File: src/sv/b2ms_pkg.sv
// ----------------------------------------------------------------------------
// Binned 2D mean statistics - package
// Widths, command codes and the structs passed between the units.
// ----------------------------------------------------------------------------
package b2ms_pkg;

  localparam int SAMPLE_W    = 16;
  localparam int IDX_W       = 6;
  localparam int BINS_W      = 7;
  localparam int OUT_W       = 24;
  localparam int CNT_W       = 13;
  localparam int ADDR_W      = 12;
  localparam int MAX_SAMPLES = 4096;
  localparam logic [BINS_W-1:0] MAX_BINS   = 7'd64;
  localparam logic [BINS_W-1:0] BINS_RESET = 7'd32;

  localparam int DIV_NUM_W = 72;
  localparam int DIV_DEN_W = 39;
  localparam int DIV_CNT_W = 7;

  typedef enum logic [1:0] {
    CMD_LOAD  = 2'd0,
    CMD_QUERY = 2'd1,
    CMD_CLEAR = 2'd2,
    CMD_NONE  = 2'd3
  } cmd_t;

  typedef struct packed {
    cmd_t              op;
    logic [SAMPLE_W-1:0] x;
    logic [SAMPLE_W-1:0] y;
    logic [SAMPLE_W-1:0] z;
    logic [IDX_W-1:0]  row;
    logic [IDX_W-1:0]  col;
  } entry_t;

  typedef struct packed {
    logic                 start;
    logic [DIV_CNT_W-1:0] iters;
    logic [DIV_NUM_W-1:0] num;
    logic [DIV_DEN_W-1:0] den;
  } div_req_t;

  typedef struct packed {
    logic                 done;
    logic [DIV_NUM_W-1:0] quo;
  } div_rsp_t;

endpackage

File: src/sv/b2ms_queue.sv
// ----------------------------------------------------------------------------
// Binned 2D mean statistics - request queue
// Four-entry queue between front end and execution unit.
// ----------------------------------------------------------------------------
module b2ms_queue import b2ms_pkg::*; (
  input  logic   clk,
  input  logic   rst,
  input  logic   push,
  input  entry_t push_entry,
  input  logic   pop,
  output logic   full,
  output logic   empty,
  output entry_t head
);

  localparam int DEPTH = 4;
  localparam int AW    = 2;

  entry_t        slots [DEPTH];
  logic [AW-1:0] wp;
  logic [AW-1:0] rp;
  logic [AW:0]   cnt;

  assign full  = (cnt == (AW+1)'(DEPTH));
  assign empty = (cnt == '0);
  assign head  = slots[rp];

  always_ff @(posedge clk) begin
    if (push) begin
      slots[wp] <= push_entry;
    end
  end

  always_ff @(posedge clk) begin
    if (rst) begin
      wp  <= '0;
      rp  <= '0;
      cnt <= '0;
    end else begin
      if (push) begin
        wp <= wp + 1'b1;
      end
      if (pop) begin
        rp <= rp + 1'b1;
      end
      unique case ({push, pop})
        2'b10:   cnt <= cnt + 1'b1;
        2'b01:   cnt <= cnt - 1'b1;
        default: cnt <= cnt;
      endcase
    end
  end

endmodule

File: config.mk
export PLATFORM = sky130hd
export DESIGN_NAME = b2ms_queue
export DESIGN_NICKNAME = d
export VERILOG_FILES = /design/src/sv/b2ms_pkg.sv /design/src/sv/b2ms_queue.sv
export SDC_FILE = /design/constraint.sdc
export NUM_CORES = 1
export LEC_CHECK = 0
export ABC_AREA = 1
export BUFFER_PORTS_ARGS = -buffer_cell sky130_fd_sc_hd__buf_2
export CAP_MARGIN = 20
export CORE_MARGIN = 4
export CORE_UTILIZATION = 50
export DETAILED_ROUTE_END_ITERATION = 8
export PLACE_DENSITY_LB_ADDON = 0.08
export REMOVE_ABC_BUFFERS = 1
export SYNTH_ARGS = -nofsm -noshare
export SYNTH_HDL_FRONTEND = slang
export SYNTH_SLANG_ARGS = --single-unit
export TNS_END_PERCENT = 5
File: constraint.sdc
create_clock -name clk -period 5.7 [get_ports clk]
set_input_delay 0 -clock clk [delete_from_list [all_inputs] [get_ports clk]]
set_output_delay 0 -clock clk [all_outputs]
set_load 0.01 [all_outputs]
==> flow_summary.toml, run 1 <==
[global_route]
grt_overflow_total = 0
antenna_found_initial = 1
first_global_vias = 6202
pin_count_of_the_biggest_net_entering_global_routing = 125
grt_first_pass_wirelength_um = 32030
grt_usage_pct = 18.10

[sta]
fin_skew_ns = 0.01210
timing.final.max_slew_violations = 0
worstMarginPinSlew_ns = 0.9708
totalNegativeSetupSlack_ns = 0
postLayoutSetupSlackWorst_ns = 2.543
finalSetupViolations = 0
finalHoldViolCount = 0
period_minus_slack_ns = 3.157
max-slew-margin-rel_pct = 35.28
hold_slack_ns = 0.2284
rsz_0062_raised_after_global_routing = "no"
final_clock_period_utilization_by_the_worst_path_pct = 55.39
fmax_ghz = 0.3167

[detailed_routing]
drt_iter0_drc = 298
first_pass_iters = 4
total_number_of_vias = 6003
totalWireLength_um = 20820
via_per_inst = 5.270
antenna_violation_net_count_after_detailed_routing = 0
drcViolationCount = 0
detail_route.wl_per_cell_um = 18.28

[placed_design]
placement.setup.worst_slack_ns = 3.075
place.gp.congestion = 0.6983
dpl.hpwl_um = 11200
port_buffers = 129

[floorplan]
die_w_um = 151.0
die_h_um = 151.0
design.die.area_um2 = 22790
core_area_um2 = 20170
count_of_pins_on_the_block_boundary = 130
row_count = 52
initial_utilization_pct = 50.67

[clock_tree]
clk-insertion-delay-late_ns = 0.52
sinks_on_clock_net = 257
cts_setup_buffers = 0
clockRootBuffer = "clkbuf_16"
clock_tree.buffer_depth = 3
cts_tree = "done"
clock_tree.htree_level_count = 1
cts-buffers-inserted = 27
clk_transition_reported_paths_ns = 0.06

[yosys]
netlist-cell-type-count = 23
combinational_family_with_the_most_area_after_synthesis = "compound AO/OA/AOI/OAI gates"
post_synth_xor_area_fraction_pct = 0
synth_mux_area_share_pct = 0
yosys_warnings = 0
synth_compound_gate_area_share_pct = 14.08
netlist_area_um2 = 10220
postSynthAreaPerCell_um2 = 15.53
synth_cells = 658
synth_seq_cells = 257
synth_adder_area_share_pct = 0.8080
synth_seq_area_share_pct = 74.63
yosys.area_share.simple_pct = 6.672

[power_and_ir_drop]
comb_power_share_pct = 10.1
static-leakage-power_uw = 0.004404
p_clk_share_pct = 39.6
netSwitchingFraction_pct = 22.37
power_density_nw_per_um2 = 348.1
power.net_switching_uw = 973.0
ir_drop_mv = 0.2393
seq_power_share_pct = 50.2
cell_internal_pwr_uw = 3377

[layout]
utilization_pct = 61.96
insertedDiodeCount = 0
final_cell_mix = "edfxtp_1 (248), buf_2 (129), o21ai_0 (117)"
most_common_cell_after_layout_fill_and_taps_aside = "edfxtp_1"
final_nets = 921
area_growth_syn_to_layout_pct = 22.28
final_layout_size_suffix_gt1_share_pct = 35.10

[critical_path]
timing.setup.critical_path_class = "reg2out"
worstPathArrival_ns = 3.16
cp_max_fo = 124
timing.critical_path.from_type = "flop"
crit_path_end_kind = "primary output"
crit_required_ns = 5.70

[run]
drv_cap = 0

[outcome]
status = "completed"

[min_path]
type_of_the_most_critical_hold_path = "in2reg"
## timing repair
item                                   4_1_cts  5_1_grt
hold buffers                                66        0
resized for setup                            0        0
endpoints found under the hold margin      257        0
## layer usage
| layer | share of wire (%) | vias to the layer above | track usage [%] |
|---|---|---|---|
| li1 | - | 2845 | - |
| met1 | 41 | 2982 | 22.79 |
| met2 | 52 | 142 | 31.79 |
| met3 | 5.3 | 32 | 3.770 |
| met4 | 1.8 | 2 | 5.168 |
| met5 | 0.053 | - | 0 |
## synth_stat cells, drive strengths merged
master  instances  area (µm²)
edfxtp        248        7447
o21ai         130       650.6
nor2          127       626.9
o22ai          62       763.2
buf            30       267.8
inv            18       75.07
clkbuf         10       46.29
dfxtp           9       180.2
nand2           9       33.78
a21oi           5       25.02
ha              5       62.56
nor3            2       10.01
fa              1       20.02
nand3           1       5.000
nand4           1       6.260
## path summary, 6_finish.rpt
| kind | from | end | slack (ns) | cells after the start |
|---|---|---|---|---|
| setup / recovery | flop | head[6] | 2.54 | 5 |
| hold / removal | push_entry[50] | slots[0][50] | 0.23 | 2 |
| setup reg to reg | wp[0] | slots[0][22] | 3.72 | 5 |
| hold reg to reg | rp[1] | flop | 0.45 | 1 |
## worst max-delay path: stages, from the launching register on
cell,delay (ns)
dfxtp_4,0.65
buf_4,0.74
inv_8,0.47
o21ai_0,0.40
o22ai_2,0.12
buf_2,0.15
## flip-flops by register name, summed over array words and instances, names as in the netlist, named ones only
register  flops
cnt           3
rp            2
slots       248
wp            2
## power by group through the flow
stage / Sequential [µW] / Clock, µW / Combinational [µW]
after global placement: 2220 / 0 / 403
after detailed placement: 2230 / 0 / 414
final: 2190 / 1720 / 440
after floorplan: 2230 / 0 / 226
after CTS: 2190 / 1760 / 452
after global routing: 2190 / 1840 / 488
## per-stage QoR
step / cells / cell area (µm²) / total power [µW]
after floorplan: 618 / 9906 / 2456
after global routing: 1139 / 12500 / 4514
after global placement: 1024 / 10950 / 2624
after detailed placement: 1024 / 10950 / 2639
after CTS: 1139 / 12500 / 4402
final: 1139 / 12500 / 4350
## logic make-up (layout without fill, tap and decap cells)
group,Yosys count,after routing
and+or+nand+nor,140,140
DFF,257,257
AOI/OAI and AO/OA,197,197
adders and majority gates,6,6
buffers and inverters,58,269
## cell type report
cell class | instances | area (µm²)
clock buffers | 31 | 690.7
clock inverters | 18 | 193.9
fillers | 1558 | 7672
inverters | 18 | 80.08
multi-input cells | 343 | 2203
flip-flops and latches | 257 | 7632
well taps | 270 | 337.8
repair buffers | 202 | 1359
(Power assumes the default switching activity.)
==> run 2, diff against run 1 <==
==> constraint.sdc (replaced) <==
create_clock -name clk -period 2.74 [get_ports clk]
set_input_delay 0 -clock clk [delete_from_list [all_inputs] [get_ports clk]]
set_output_delay 0 -clock clk [all_outputs]
set_load 0.01 [all_outputs]
==> flow_summary.toml, run 2 (same netlist as run 1, synthesis figures left out) <==
[sta]
timing.final.max_slew_violations = 0
fin_skew_ns = 0.01048
finalSetupViolations = 0
rsz_0062_raised_after_global_routing = "no"
max-slew-margin-rel_pct = 40.87
fmax_ghz = 0.4350
worstMarginPinSlew_ns = 0.8869
hold_slack_ns = 0.2387
totalNegativeSetupSlack_ns = 0
postLayoutSetupSlackWorst_ns = 0.4413
final_clock_period_utilization_by_the_worst_path_pct = 83.89
finalHoldViolCount = 0
period_minus_slack_ns = 2.299

[floorplan]
row_count = 52
initial_utilization_pct = 50.67
design.die.area_um2 = 22790
die_w_um = 151.0
count_of_pins_on_the_block_boundary = 130
core_area_um2 = 20170
die_h_um = 151.0

[layout]
final_layout_size_suffix_gt1_share_pct = 35.09
finish.instance_area_um2 = 12560
area_growth_syn_to_layout_pct = 22.87
most_common_cell_after_layout_fill_and_taps_aside = "edfxtp_1"
top_register = "slots"
flip_flop_count_of_the_largest_register_all_copies_and_words_added = 248
utilization_pct = 62.26
final_cell_mix = "edfxtp_1 (248), buf_2 (129), o21ai_0 (117)"
largest_registers = "slots x248, cnt x3"
final_nets = 927
insertedDiodeCount = 0

[critical_path]
worst_path_largest_cell_delay_ns = 0.67
buf_inv_on_cp = 2
critical_path.top_delay_family = "buffers and inverters"
crit_path_end_kind = "primary output"
worstPathArrival_ns = 2.30
critical_path.cell_chain = "inv_8, o21ai_0, o22ai_2, buf_2"
crit_slowest_cell = "inv_8"
cp_max_fo = 124
crit_required_ns = 2.74
critical_path_depth = 4
timing.setup.critical_path_class = "reg2out"
depth_of_the_worst_register_to_register_path = 5
timing.critical_path.from_type = "flop"

[power_and_ir_drop]
comb_power_share_pct = 10.4
static-leakage-power_uw = 0.004441
netSwitchingFraction_pct = 21.92
ir_drop_mv = 0.5137
power_density_nw_per_um2 = 715.3
p_clk_share_pct = 39.0
cell_internal_pwr_uw = 7013
power.net_switching_uw = 1969
seq_power_share_pct = 50.6

[outcome]
status = "completed"

[clock_tree]
clk-insertion-delay-late_ns = 0.51
cts-buffers-inserted = 26
clock_tree.htree_level_count = 1
clk_transition_reported_paths_ns = 0.06
post_cts_resize_count = 0
clock_tree.buffer_depth = 3
clockRootBuffer = "clkbuf_16"
sinks_on_clock_net = 257
cts_tree = "done"
cts_setup_buffers = 0

[placed_design]
port_buffers = 129
dpl.hpwl_um = 12050
placed_cell_area_um2 = 11030
place.gp.congestion = 0.7864
placement.setup.worst_slack_ns = 0.9728

[global_route]
pin_count_of_the_biggest_net_entering_global_routing = 125
grt_first_pass_wirelength_um = 33060
grt_usage_pct = 18.53
antenna_found_initial = 0
first_global_vias = 6217
grt_overflow_total = 0

[detailed_routing]
via_per_inst = 5.212
total_number_of_vias = 5968
drcViolationCount = 0
detail_route.wl_per_cell_um = 18.29
first_pass_iters = 4
antenna_violation_net_count_after_detailed_routing = 0
totalWireLength_um = 20950
drt_iter0_drc = 273

[min_path]
hold-path-cell-count = 2
type_of_the_most_critical_hold_path = "in2reg"

[run]
drv_cap = 0
-- run 2: routing by layer --
| metal | track usage (%) | vias up | part of all wire (%) |
|---|---|---|---|
| li1 | - | 2859 | - |
| met1 | 25.22 | 2937 | 44 |
| met2 | 31.75 | 152 | 50 |
| met3 | 2.902 | 20 | 4.9 |
| met4 | 4.170 | 0 | 1.2 |
| met5 | 0 | - | 0 |
-- run 2: what timing repair did --
| action | CTS | global route |
|---|---|---|
| hold buffers | 66 | 0 |
| endpoints found under the setup margin | 0 | 0 |
| endpoints found under the hold margin | 257 | 0 |
-- run 2: worst register-to-register path, delay by kind of cell (launching register included) --
family	cells	cell delay, ns
adder cells (fa/ha/maj)	1	0.21
flip-flops	1	0.36
AND/OR/NAND/NOR	1	0.08
buffers and inverters	3	0.83
-- run 2: area by class of cell --
cell class / count / area, µm²
clock buffers: 37 / 743.2
clock inverters: 11 / 123.9
fillers: 1563 / 7612
inverters: 18 / 80.08
multi-input cells: 343 / 2203
flip-flops and latches: 257 / 7632
well taps: 270 / 337.8
repair buffers: 209 / 1436
-- run 2: worst paths after layout --
kind,slack (ns),start,endpoint
setup / recovery,0.44,flop,head[2]
hold / removal,0.24,push_entry[15],slots[2][15]
setup reg to reg,1.01,wp[0],slots[0][15]
hold reg to reg,0.45,rp[1],flop
-- run 2: metrics by stage --
stage | total power (µW) | cells
final | 8982 | 1145
after global routing | 9347 | 1145
after CTS | 9078 | 1145
after detailed placement | 5505 | 1031
after global placement | 5476 | 1031
after floorplan | 5110 | 618
-- run 2: power by group through the flow --
stage / Clock [µW] / Combinational (µW) / Sequential (µW)
final: 3500 / 935 / 4540
after floorplan: 0 / 470 / 4640
after global placement: 0 / 855 / 4620
after detailed placement: 0 / 878 / 4630
after global routing: 3760 / 1030 / 4560
after CTS: 3580 / 954 / 4540
==> run 3, diff against run 2 <==
==> constraint.sdc (replaced) <==
create_clock -name clk -period 2 [get_ports clk]
set_input_delay 0 -clock clk [delete_from_list [all_inputs] [get_ports clk]]
set_output_delay 0 -clock clk [all_outputs]
set_load 0.01 [all_outputs]
==> flow_summary.toml, run 3 (same netlist as run 1, synthesis figures left out) <==
[outcome]
status = "completed"

[layout]
final_cell_mix = "edfxtp_1 (248), buf_2 (129), o21ai_0 (114)"
final_layout_size_suffix_gt1_share_pct = 36.21
most_common_cell_after_layout_fill_and_taps_aside = "edfxtp_1"
top_register = "slots"
flip_flop_count_of_the_largest_register_all_copies_and_words_added = 248
multiInputGateArea_um2 = 2203
final_cells = 1151
insertedDiodeCount = 0
filler_cell_count = 1549
largest_registers = "slots x248, cnt x3"
area_growth_syn_to_layout_pct = 24.68
utilization_pct = 63.18
final_nets = 932
final-seq-area_um2 = 7632

[min_path]
hold-path-cell-count = 2
type_of_the_most_critical_hold_path = "in2reg"

[placed_design]
place.gp.congestion = 0.7481
port_buffers = 129
dpl.hpwl_um = 12270
place_inst = 1034

[detailed_routing]
via_per_inst = 5.341
detail_route.wl_per_cell_um = 19.14
drt_iter0_drc = 324
antenna_violation_net_count_after_detailed_routing = 0
totalWireLength_um = 22030
drcViolationCount = 0
total_number_of_vias = 6148
first_pass_iters = 5

[sta]
rsz_0062_raised_after_global_routing = "yes"
fin_skew_ns = 0.01313
final_clock_period_utilization_by_the_worst_path_pct = 97.38
timing.final.max_slew_violations = 0
finalHoldViolCount = 0
finalSetupViolations = 0
worstMarginPinSlew_ns = 0.3528
period_minus_slack_ns = 1.948
totalNegativeSetupSlack_ns = 0
fmax_ghz = 0.5135
max-slew-margin-rel_pct = 76.48

[floorplan]
initial_utilization_pct = 50.67
die_w_um = 151.0
die_h_um = 151.0
design.die.area_um2 = 22790
core_area_um2 = 20170
row_count = 52
count_of_pins_on_the_block_boundary = 130

[clock_tree]
clock_tree.htree_level_count = 1
clock_tree.buffer_depth = 3
clk_transition_reported_paths_ns = 0.06
clk-insertion-delay-late_ns = 0.52
sinks_on_clock_net = 257
cts_tree = "done"
clockRootBuffer = "clkbuf_16"
cts-buffers-inserted = 27

[critical_path]
depth_of_the_worst_register_to_register_path = 5
worstPathArrival_ns = 1.95
critical_path.cell_chain = "bufbuf_16, o21ai_0, o22ai_2, buf_2"
worst_path_largest_cell_delay_ns = 0.51
crit_path_end_kind = "primary output"
cp_max_fo = 51
crit_required_ns = 2.00
timing.critical_path.from_type = "flop"
timing.setup.critical_path_class = "reg2out"
crit_slowest_cell = "dfxtp_4"

[global_route]
pin_count_of_the_biggest_net_entering_global_routing = 64
first_global_vias = 6515
antenna_found_initial = 0
grt_usage_pct = 19.35
grt_overflow_total = 0
grt_first_pass_wirelength_um = 34440

[power_and_ir_drop]
static-leakage-power_uw = 0.004523
power_density_nw_per_um2 = 972.4
ir_drop_mv = 0.6906

[run]
drv_cap = 0
run 3: cell count changes in the layout (fill, tap and decap cells not counted), moves of 2 or more:
cell	previous run	this run
buf_12	2	10
buf_4	12	7
clkinv_1	5	0
clkbuf_8	3	7
clkinv_2	7	10
o21ai_0	117	114
o21ai_1	13	16
bufinv_16	3	1
run 3: worst paths after layout:
path / from / endpoint / slack [ns]
max: flop / head[25] / 0.05
min: push_entry[34] / slots[1][34] / 0.23
max reg2reg: wp[0] / slots[2][38] / 0.46
min reg2reg: rp[1] / flop / 0.44
run 3: final cells by class:
cell class | instances | area share [%]
flip-flops and latches | 257 | 59.90
multi-input cells | 343 | 17.29
repair buffers | 213 | 12.63
clock buffers | 41 | 6.265
well taps | 270 | 2.651
inverters | 18 | 0.6677
clock inverters | 9 | 0.5990
run 3: routing by layer:
layer,global-route usage (%),share of wire [%]
met1,25.07,42
met5,0,0
met4,4.306,1.7
met3,3.112,5.4
met2,34.52,51
run 3: power breakdown:
| group | leakage, µW | switching (µW) | total, µW | internal [µW] |
|---|---|---|---|---|
| sequential | 0.00235 | 71.1 | 6220 | 6150 |
| clock | 0.000434 | 1930 | 4810 | 2870 |
| combinational | 0.00174 | 814 | 1360 | 551 |
| total | 0.00452 | 2820 | 12400 | 9570 |
run 3: per-stage QoR:
| stage | setup WS, ns | total power (µW) | hold WS [ns] | instance area (µm²) |
|---|---|---|---|---|
| after floorplan | -1.357 | 7000 | 0.09887 | 9906 |
| after global placement | 0.4654 | 7538 | 0.2109 | 11160 |
| after detailed placement | 0.4446 | 7583 | 0.2150 | 11160 |
| after CTS | 0.005841 | 12520 | 0.2020 | 12740 |
| after global routing | -0.08842 | 12850 | 0.2293 | 12740 |
| final | 0.05248 | 12390 | 0.2273 | 12740 |
run 3: critical path: cells and delay by family (launching register included):
family	cells	cell delay (ns)
AO/OA/AOI/OAI	2	0.30
buffers and inverters	2	0.61
flip-flops	1	0.51
run 3: what timing repair did:
| item | 4_1_cts | 5_1_grt |
|---|---|---|
| cloned | 1 | 0 |
| hold buffers | 65 | 0 |
| gates resized for setup | 2 | 3 |
| setup buffers | 1 | 0 |
| hold endpoints to repair | 257 | 0 |
| endpoints found under the setup margin | 57 | 33 |
