**config.mk**
```make
export PLATFORM = sky130hd
export DESIGN_NAME = b2ms_div
export DESIGN_NICKNAME = d
export VERILOG_FILES = /design/src/sv/b2ms_pkg.sv /design/src/sv/b2ms_div.sv
export SDC_FILE = /design/constraint.sdc
export NUM_CORES = 1
export LEC_CHECK = 0
export BUFFER_PORTS_ARGS = -buffer_cell sky130_fd_sc_hd__buf_4
export CAP_MARGIN = 15
export CORE_MARGIN = 1
export CORE_UTILIZATION = 55
export DETAILED_ROUTE_END_ITERATION = 8
export PLACE_DENSITY = 0.81
export SYNTH_ARGS = -nofsm -noshare
export SYNTH_HDL_FRONTEND = slang
export SYNTH_SLANG_ARGS = --single-unit
```
**constraint.sdc**
```tcl
create_clock -name clk -period 7.4 [get_ports clk]
set_clock_uncertainty 0.1 [all_clocks]
set_input_delay 0.74 -clock clk [delete_from_list [all_inputs] [get_ports clk]]
set_output_delay 0.74 -clock clk [all_outputs]
set_load 0.005 [all_outputs]
```
**src/sv/b2ms_pkg.sv**
```systemverilog
// ----------------------------------------------------------------------------
// Binned 2D mean statistics - package
// Widths, command codes and the structs passed between the units.
// ----------------------------------------------------------------------------
package b2ms_pkg;

  localparam int SAMPLE_W    = 16;
  localparam int IDX_W       = 6;
  localparam int BINS_W      = 7;
  localparam int OUT_W       = 24;
  localparam int CNT_W       = 13;
  localparam int ADDR_W      = 12;
  localparam int MAX_SAMPLES = 4096;
  localparam logic [BINS_W-1:0] MAX_BINS   = 7'd64;
  localparam logic [BINS_W-1:0] BINS_RESET = 7'd32;

  localparam int DIV_NUM_W = 72;
  localparam int DIV_DEN_W = 39;
  localparam int DIV_CNT_W = 7;

  typedef enum logic [1:0] {
    CMD_LOAD  = 2'd0,
    CMD_QUERY = 2'd1,
    CMD_CLEAR = 2'd2,
    CMD_NONE  = 2'd3
  } cmd_t;

  typedef struct packed {
    cmd_t              op;
    logic [SAMPLE_W-1:0] x;
    logic [SAMPLE_W-1:0] y;
    logic [SAMPLE_W-1:0] z;
    logic [IDX_W-1:0]  row;
    logic [IDX_W-1:0]  col;
  } entry_t;

  typedef struct packed {
    logic                 start;
    logic [DIV_CNT_W-1:0] iters;
    logic [DIV_NUM_W-1:0] num;
    logic [DIV_DEN_W-1:0] den;
  } div_req_t;

  typedef struct packed {
    logic                 done;
    logic [DIV_NUM_W-1:0] quo;
  } div_rsp_t;

endpackage

```
**src/sv/b2ms_div.sv**
```systemverilog
// ----------------------------------------------------------------------------
// Binned 2D mean statistics - divider
// Restoring divider, one quotient bit a cycle; numerator left-aligned.
// ----------------------------------------------------------------------------
module b2ms_div import b2ms_pkg::*; (
  input  logic     clk,
  input  logic     rst,
  input  div_req_t req,
  output div_rsp_t rsp
);

  logic                 busy;
  logic                 done;
  logic [DIV_CNT_W-1:0] cnt;
  logic [DIV_NUM_W-1:0] acc;
  logic [DIV_DEN_W-1:0] rem;
  logic [DIV_DEN_W-1:0] den_r;
  logic [DIV_DEN_W:0]   rem_sh;
  logic [DIV_DEN_W:0]   diff;
  logic                 ge;

  assign rem_sh = {rem, acc[DIV_NUM_W-1]};
  assign diff   = rem_sh - {1'b0, den_r};
  assign ge     = (rem_sh >= {1'b0, den_r});

  always_ff @(posedge clk) begin
    if (req.start) begin
      acc   <= req.num;
      rem   <= '0;
      den_r <= req.den;
    end else if (busy) begin
      acc <= {acc[DIV_NUM_W-2:0], ge};
      rem <= ge ? diff[DIV_DEN_W-1:0] : rem_sh[DIV_DEN_W-1:0];
    end
  end

  always_ff @(posedge clk) begin
    if (rst) begin
      busy <= 1'b0;
      done <= 1'b0;
      cnt  <= '0;
    end else begin
      done <= 1'b0;
      if (req.start) begin
        busy <= 1'b1;
        cnt  <= req.iters;
      end else if (busy) begin
        cnt <= cnt - 1'b1;
        if (cnt == DIV_CNT_W'(1)) begin
          busy <= 1'b0;
          done <= 1'b1;
        end
      end
    end
  end

  assign rsp.done = done;
  assign rsp.quo  = acc;

endmodule

```
==> flow_summary.yaml, run 1 <==
run_status:
  status: "finished, final reports clean"
floorplanning:
  dieHeight_um: 128.6
  io_pins: 194
  start_util_pct: 57.16
  core.rowCount: 45
  design.die.area_um2: 16540
  coreArea_um2: 15430
  die_w_um: 128.6
grt:
  antenna_found_initial: 0
  grt_overflow: 0
  grt_use_total_pct: 26.29
  grt_max_degree: 73
  grt_pass1_wl_mm: 33.61
  grt_pass1_vias: 6818
critical_path:
  path_cells: "inv_1 -> ha_1 -> fa_1 -> nor2b_1 -> o31a_1 -> o21ai_0 -> nand2_1 -> a311oi_2 -> o21ai_2 -> buf_4 -> nand3_1 -> mux2_2 -> a21oi_1"
  cp_slowest_stage_delay_ns: 0.75
  worstPathMaxFanout: 23
  cp.arrival_ns: 3.96
  path_class: "reg2reg"
  startpoint_type: "flip-flop"
  cp-end-kind: "flip-flop"
  crit_required_ns: 7.66
  path_delay_family: "compound AO/OA/AOI/OAI gates"
  critPathSlowestCell: "o21ai_2"
  critPathBufInv: 2
timing:
  finalMaxSlewViolations: 0
  slew_headroom_pct: 37.48
  finalCritPeriodShare_pct: 50.02
  setup_viol: 0
  hold_viol: 0
  tns_ns: 0
  period_needed_ns: 3.701
  max_freq_mhz: 270.2
  rsz0062_at_grt: "no"
  tightest_slew_ns: 0.9377
logic_synthesis:
  seq_area_frac_synth_pct: 48.69
  ys_ff_latch: 159
  syn_nets: 986
  ys.flop_type: "edfxtp_1"
  syn_area_per_cell_um2: 10.72
  syn_area_um2: 8818
  synthArstFlopShare_pct: 0
  synth_edf_count: 111
  yosys.cell_types.count: 69
  synth_warnings: 0
  postSynthCellCount: 823
power_and_ir_drop:
  peakVddDrop_uv: 184.4
  p_total_mw: 2.513
  power.leakage_nw: 4.574
  power_density_nw_per_um2: 229.9
place:
  place_congestion: 0.9061
  numPortBuffers: 193
  placed_cell_area_um2: 10370
  dp_hpwl_mm: 15.15
job:
  drv_cap: 0
final_layout:
  n_antenna_cell: 0
  area_growth_pct: 23.94
  fill_cells: 1160
  drive_above_1_share_pct: 33.27
  final_nets: 1163
  stdcell_area_um2: 10930
clocking:
  post-cts-setup-buffers: 0
  clock_sinks: 159
  h-tree-depth: 4
  cts_buffers: 17
  cts_tree: "built"
  root_buffer: "clkbuf_16"
  postCtsHoldBufs: 0
  cts_resized: 0
  clk_latency_ns: 0.43
  clk_path_buf_depth: 2
  clkSlewWorstSetupHoldPaths_ns: 0.07
detailed_routing:
  ant_nets: 0
  drtIter0Drc: 571
  wirelength_mm: 21.10
  vias_per_cell: 5.635
  wire_per_inst_um: 17.24
  drtPass1Iterations: 5
  drc: 0
  vias: 6897
hold_path:
  hold_class: "in2reg"
[cell usage after synthesis, types with 3 or more instances]
master | n | area [um^2]
nand4_1 | 7 | 43.79
a21o_1 | 13 | 97.59
nor2b_1 | 6 | 37.54
nor2_1 | 68 | 255.2
o21ai_0 | 34 | 170.2
a21oi_1 | 58 | 290.3
mux2_2 | 73 | 822.0
and3_1 | 7 | 43.79
nand2_1 | 84 | 315.3
or3_1 | 5 | 31.28
buf_6 | 5 | 56.30
o21bai_1 | 3 | 22.52
a31oi_1 | 10 | 62.56
a211oi_1 | 8 | 60.06
xor2_1 | 13 | 113.9
a21boi_0 | 4 | 30.03
clkbuf_1 | 28 | 105.1
nand2b_1 | 8 | 50.05
o21a_1 | 4 | 30.03
buf_2 | 3 | 15.01
nor4b_1 | 3 | 26.28
ha_1 | 41 | 513.0
xnor2_1 | 18 | 157.7
nand3_1 | 13 | 65.06
edfxtp_1 | 111 | 3333
inv_1 | 53 | 198.9
a311oi_2 | 18 | 270.3
o211ai_1 | 6 | 45.04
nor3_1 | 7 | 35.03
a311oi_1 | 7 | 61.31
o21ai_1 | 3 | 15.01
nor4_1 | 3 | 18.77
dfxtp_1 | 48 | 960.9
[layout by cell type, fill, tap and decap left out, drive strengths merged, types with 8 or more instances in the layout]
| cell type | count |
|---|---|
| dfxtp | 48 |
| o21ai | 39 |
| a211oi | 8 |
| xor2 | 13 |
| xnor2 | 18 |
| nor2 | 69 |
| edfxtp | 111 |
| a311oi | 25 |
| nand2 | 84 |
| buf | 198 |
| nand2b | 8 |
| clkinv | 8 |
| a31oi | 10 |
| ha | 41 |
| mux2 | 73 |
| inv | 57 |
| clkbuf | 17 |
| a21o | 13 |
| nand3 | 13 |
| a21oi | 60 |
[layer usage]
layer	track usage, %	wire length (um)	vias up	part of all wire, %
met3	8.649	1664	39	7.9
met2	43.82	10260	255	49
met1	31.60	8565	3219	41
met4	10.17	616	0	2.9
li1	-	-	3384	-
met5	0	0	-	0
[sequential cells by signal (all words and copies together), names as in the netlist]
signal  count
acc        72
den_r      39
rem        39
cnt         7
busy        1
done        1
[layout make-up]
class | count | area (um^2) | area share, %
Clock inverter | 15 | 136.4 | 1.248
Timing Repair Buffer | 198 | 1490 | 13.63
Inverter | 53 | 198.9 | 1.820
Clock buffer | 17 | 425.4 | 3.892
Tap cell | 211 | 264.0 | 2.416
Multi-Input combinational cell | 571 | 4119 | 37.69
Sequential cell | 159 | 4295 | 39.30
[per-stage QoR]
stage | setup slack [ns] | std cells | hold slack, ns | utilization (%)
floorplan | 4.283 | 823 | 0.3426 | -
global placement | 3.918 | 1192 | 0.3623 | 67.20
detailed placement | 3.790 | 1192 | 0.3676 | 67.20
CTS | 3.727 | 1224 | 0.3742 | 70.84
global route | 3.434 | 1224 | 0.3677 | 70.84
finish | 3.699 | 1224 | 0.3803 | 70.84
[power by group]
part / total, mW / switching (mW) / internal [mW]
clock: 0.841 / 0.375 / 0.467
sequential: 1.10 / 0.0517 / 1.05
combinational: 0.570 / 0.302 / 0.268
total: 2.51 / 0.728 / 1.78
[final timing paths]
check / end / cells after the start / slack [ns] / start
max: rem[35]$_SDFFE_PP0P_ / 13 / 3.70 / acc[71]$_DFFE_PP_
min: den_r[35]$_DFFE_PP_ / 1 / 0.38 / req[35]
max reg2reg: rem[35]$_SDFFE_PP0P_ / 13 / 3.70 / acc[71]$_DFFE_PP_
min reg2reg: rem[1]$_SDFFE_PP0P_ / 2 / 0.38 / rem[1]$_SDFFE_PP0P_
[kinds of logic (layout without fill, tap and decap cells)]
group | Yosys count | after routing | share of synthesized area (%)
AO/OA/AOI/OAI | 199 | 199 | 16.40
XOR/XNOR | 31 | 31 | 3.079
adder cells (fa/ha/maj) | 42 | 42 | 6.044
buffers and inverters | 93 | 283 | 4.597
flip-flops | 159 | 159 | 48.69
multiplexers | 75 | 75 | 9.549
AND/OR/NAND/NOR | 224 | 224 | 11.63
(Power assumes the default switching activity.)
==> run 2, diff against run 1 <==
Settings changed: CORE_UTILIZATION 55 to 50, PLACE_DENSITY 0.81 to 0.77.
Clock period 7.4 ns to 3.05 ns, I/O delays scaled along.
==> flow_summary.yaml, run 2 (synthesis results as in run 1) <==
final_layout:
  area_growth_pct: 38.59
  largest_reg_flops: 72
  drive_above_1_share_pct: 40.13
  mostFrequentLayoutCells: "buf_4, edfxtp_1, mux2_2"
  final_core_util_pct: 70.91
  final_nets: 1254
  final_common_cell: "buf_4"
  n_antenna_cell: 0
  regMostFlops: "acc"
  fill_cells: 1234
  largestRegisters: "acc (72), den_r (39), rem (39)"
  stdcell_count: 1329
power_and_ir_drop:
  p_int_mw: 4.562
  comb_power_share_pct: 26.4
  power_density_nw_per_um2: 532.9
  power.leakage_nw: 5.099
  seqPwrFrac_pct: 41.1
  p_sw_share_pct: 29.96
  peakVddDrop_uv: 513.0
  clkPwrFrac_pct: 32.5
  p_sw_mw: 1.951
grt:
  grt_pass1_wl_mm: 36.53
  grt_pass1_vias: 7417
  grt_use_total_pct: 25.68
  grt_overflow: 0
  antenna_found_initial: 0
  grt_max_degree: 57
job:
  drv_cap: 0
place:
  dp_cells: 1241
  numPortBuffers: 193
  place_ws_ns: -0.06364
  dp_hpwl_mm: 16.01
  place_congestion: 0.8634
clocking:
  clock_sinks: 159
  cts_tree: "built"
  cts_buffers: 17
  root_buffer: "clkbuf_16"
  h-tree-depth: 4
  clkSlewWorstSetupHoldPaths_ns: 0.06
  clk_latency_ns: 0.44
  clk_path_buf_depth: 2
floorplanning:
  io_pins: 194
  core.rowCount: 48
  coreArea_um2: 17240
  start_util_pct: 51.16
  die_w_um: 134.8
  design.die.area_um2: 18170
  dieHeight_um: 134.8
timing:
  slew_headroom_pct: 56.59
  finalCritPeriodShare_pct: 99.34
  worst_slack_ns: 0.02015
  hold_viol: 0
  setup_viol: 0
  max_freq_mhz: 330.0
  period_needed_ns: 3.030
  finalMaxSlewViolations: 0
  rsz0062_at_grt: "yes"
  tightest_slew_ns: 0.6512
detailed_routing:
  vias: 7464
  wirelength_mm: 23.65
  drtPass1Iterations: 5
  drc: 0
  ant_nets: 0
  drtIter0Drc: 573
  wire_per_inst_um: 17.79
  vias_per_cell: 5.616
critical_path:
  startpoint_type: "flip-flop"
  worstPathMaxFanout: 8
  crit_required_ns: 3.29
  cp.arrival_ns: 3.27
  path_class: "reg2reg"
  cp-end-kind: "flip-flop"
run_status:
  status: "finished, final reports clean"
hold_path:
  hold_class: "in2reg"
==> run 2: stage by stage <==
stage	TNS, ns	hold slack [ns]	cell area (um^2)	power (mW)
floorplan	0	0.3039	8818	3.596
global placement	0	0.3576	10710	4.157
detailed placement	-0.06941	0.3733	10710	4.187
CTS	0	0.001789	11730	6.359
global route	-1.883	0.02271	12220	6.797
finish	0	0.01854	12220	6.513
==> run 2: power by group through the flow <==
stage	registers, mW	logic, mW	clock network [mW]
2_1_floorplan	2.69	0.906	0
3_3_place_gp	2.70	1.46	0
3_5_place_dp	2.71	1.48	0
4_1_cts	2.67	1.54	2.15
5_1_grt	2.70	1.87	2.23
6_report	2.68	1.72	2.11
==> run 2: layout make-up <==
class	count	area, um^2	area share [%]
multi-input cells	572	4494	36.77
flip-flops and latches	159	4295	35.15
repair buffers	288	2377	19.45
clock buffers	18	429.2	3.511
well taps	225	281.5	2.303
inverters	53	198.9	1.628
clock inverters	14	145.1	1.188
==> run 2: final timing paths <==
path	cells past startpoint	end	start	slack, ns
max reg2reg	11	rem[22]$_SDFFE_PP0P_	den_r[24]$_DFFE_PP_	0.02
min reg2reg	2	rem[1]$_SDFFE_PP0P_	rem[1]$_SDFFE_PP0P_	0.40
max	11	rem[22]$_SDFFE_PP0P_	den_r[24]$_DFFE_PP_	0.02
min	3	cnt[1]$_SDFFE_PP0P_	req[112]	0.02
==> run 2: timing repair <==
item,CTS,global route
pin swaps,2,35
hold buffers,42,0
cloned,0,4
endpoints found under the hold margin,42,0
endpoints found under the setup margin,18,34
gates resized for setup,2,81
setup buffers,2,8
==> run 2: worst max-delay path, stage by stage, from the launching register on <==
cell	delay [ns]
edfxtp_1	0.34
inv_1	0.05
ha_1	0.28
a21oi_4	0.17
o21ai_2	0.09
a311o_1	0.36
a211o_1	0.33
a311oi_4	0.38
o21a_4	0.32
buf_6	0.18
nand2_2	0.07
a311oi_2	0.25
==> run 2: metal layers <==
metal	part of all wire, %	routed length, um	GRT usage [%]
met1	41	9797	31.17
met2	50	11820	43.70
met3	6.3	1481	7.245
met4	2.3	552	8.739
met5	0	0	0
==> run 3, diff against run 2 <==
Settings changed: HOLD_SLACK_MARGIN set to 0.06.
==> flow_summary.yaml, run 3 (synthesis results as in run 1) <==
run_status:
  status: "finished, final reports clean"
clocking:
  clock_sinks: 159
  h-tree-depth: 4
  clk_path_buf_depth: 2
  clkSlewWorstSetupHoldPaths_ns: 0.07
  clk_latency_ns: 0.44
  cts_buffers: 17
  cts_tree: "built"
  root_buffer: "clkbuf_16"
detailed_routing:
  vias_per_cell: 5.605
  drc: 0
  vias: 7629
  drtPass1Iterations: 5
  ant_nets: 0
  wirelength_mm: 24.78
  drtIter0Drc: 539
  wire_per_inst_um: 18.21
critical_path:
  cp_slowest_stage_delay_ns: 0.38
  ff2ff_path_depth: 11
  critPathLaunch: "den_r[24]$_DFFE_PP_"
  cp.arrival_ns: 3.27
  startpoint_type: "flip-flop"
  path_class: "reg2reg"
  critPathSlowestCell: "a311oi_4"
  path_cells: "inv_1 -> ha_1 -> a21oi_4 -> o21ai_2 -> a311o_1 -> a211o_1 -> a311oi_4 -> o21a_4 -> buf_6 -> nand2_4 -> a311oi_2"
  cp-end-kind: "flip-flop"
  worstPathMaxFanout: 8
  reg2reg_from: "den_r[24]$_DFFE_PP_"
  crit_required_ns: 3.29
floorplanning:
  core.rowCount: 48
  design.die.area_um2: 18170
  io_pins: 194
  start_util_pct: 51.16
  die_w_um: 134.8
  coreArea_um2: 17240
  dieHeight_um: 134.8
grt:
  antenna_found_initial: 0
  grt_pass1_wl_mm: 37.89
  grt_pass1_vias: 7625
  grt_max_degree: 57
  grt_overflow: 0
  grt_use_total_pct: 26.83
timing:
  whs_ns: 0.06774
  tightest_slew_ns: 0.6754
  rsz0062_at_grt: "yes"
  max_freq_mhz: 329.5
  setup_viol: 0
  period_needed_ns: 3.035
  slew_headroom_pct: 54.98
  tns_ns: 0
  finalMaxSlewViolations: 0
  hold_viol: 0
  finalCritPeriodShare_pct: 99.50
job:
  drv_cap: 0
final_layout:
  regMostFlops: "acc"
  final_common_cell: "buf_4"
  area_growth_pct: 42.17
  final_core_util_pct: 72.74
  final_nets: 1286
  drive_above_1_share_pct: 38.91
  n_antenna_cell: 0
  mostFrequentLayoutCells: "buf_4, edfxtp_1, dlygate4sd3_1"
  largestRegisters: "acc (72), den_r (39), rem (39)"
  largest_reg_flops: 72
hold_path:
  hold_class: "in2reg"
  holdCritStartpoint: "req[118]"
  worst_hold_path.num_cells: 2
place:
  dp_hpwl_mm: 16.01
  place_congestion: 0.8634
  numPortBuffers: 193
power_and_ir_drop:
  power.leakage_nw: 5.230
  peakVddDrop_uv: 512.0
  power_density_nw_per_um2: 524.0
run 3: cell types whose count changed in the layout (fill, tap and decap cells not counted), sizes merged:
cell         before  now
dlygate4sd3      42   74
run 3: cell type report:
class / instances / area, um^2
Tap cell: 225 / 281.5
Sequential cell: 159 / 4295
Clock inverter: 14 / 145.1
Multi-Input combinational cell: 572 / 4489
Inverter: 53 / 198.9
Timing Repair Buffer: 320 / 2698
Clock buffer: 18 / 429.2
Fill cell: 1171 / 4700
run 3: through the flow:
step	worst slack [ns]	std cells	power, mW	cell area [um^2]
floorplan	0.1804	823	3.596	8818
global placement	0.06798	1241	4.157	10710
detailed placement	-0.06364	1241	4.187	10710
CTS	0.005362	1349	6.392	12050
global route	-0.1036	1361	6.848	12540
finish	0.01527	1361	6.570	12540
run 3: routing by layer:
| layer | track usage (%) | routed length, um |
|---|---|---|
| met4 | 10.24 | 708 |
| met2 | 45.99 | 12460 |
| met1 | 32.24 | 10060 |
| met3 | 7.020 | 1556 |
| met5 | 0 | 0 |
run 3: worst max-delay path: cells and delay by family, from the launching register on:
kind / cells / cell delay (ns)
compound gates: 7 / 1.92
flops: 1 / 0.34
fa+ha+maj: 1 / 0.28
buf+inv: 2 / 0.23
simple gates: 1 / 0.06
run 3: path summary, 6_finish.rpt:
check                               to  slack, ns
setup / recovery  rem[21]$_SDFFE_PP0P_       0.02
hold / removal    rem[12]$_SDFFE_PP0P_       0.07
setup reg to reg  rem[21]$_SDFFE_PP0P_       0.02
hold reg to reg    rem[1]$_SDFFE_PP0P_       0.40
run 3: power by group:
group | internal [mW] | leakage, nW | switching, mW
logic | 0.888 | 3.45 | 0.877
registers | 2.55 | 1.50 | 0.138
clock network | 1.16 | 0.284 | 0.966
total | 4.59 | 5.23 | 1.98
run 3: repair_timing:
item                                    4_1_cts  5_1_grt
gates cloned                                  0        4
hold endpoints to repair                     75        0
hold buffers                                 74        0
resized for setup                             2       80
endpoints found under the setup margin       18       34
setup buffers                                 2        8
pin swaps                                     2       35
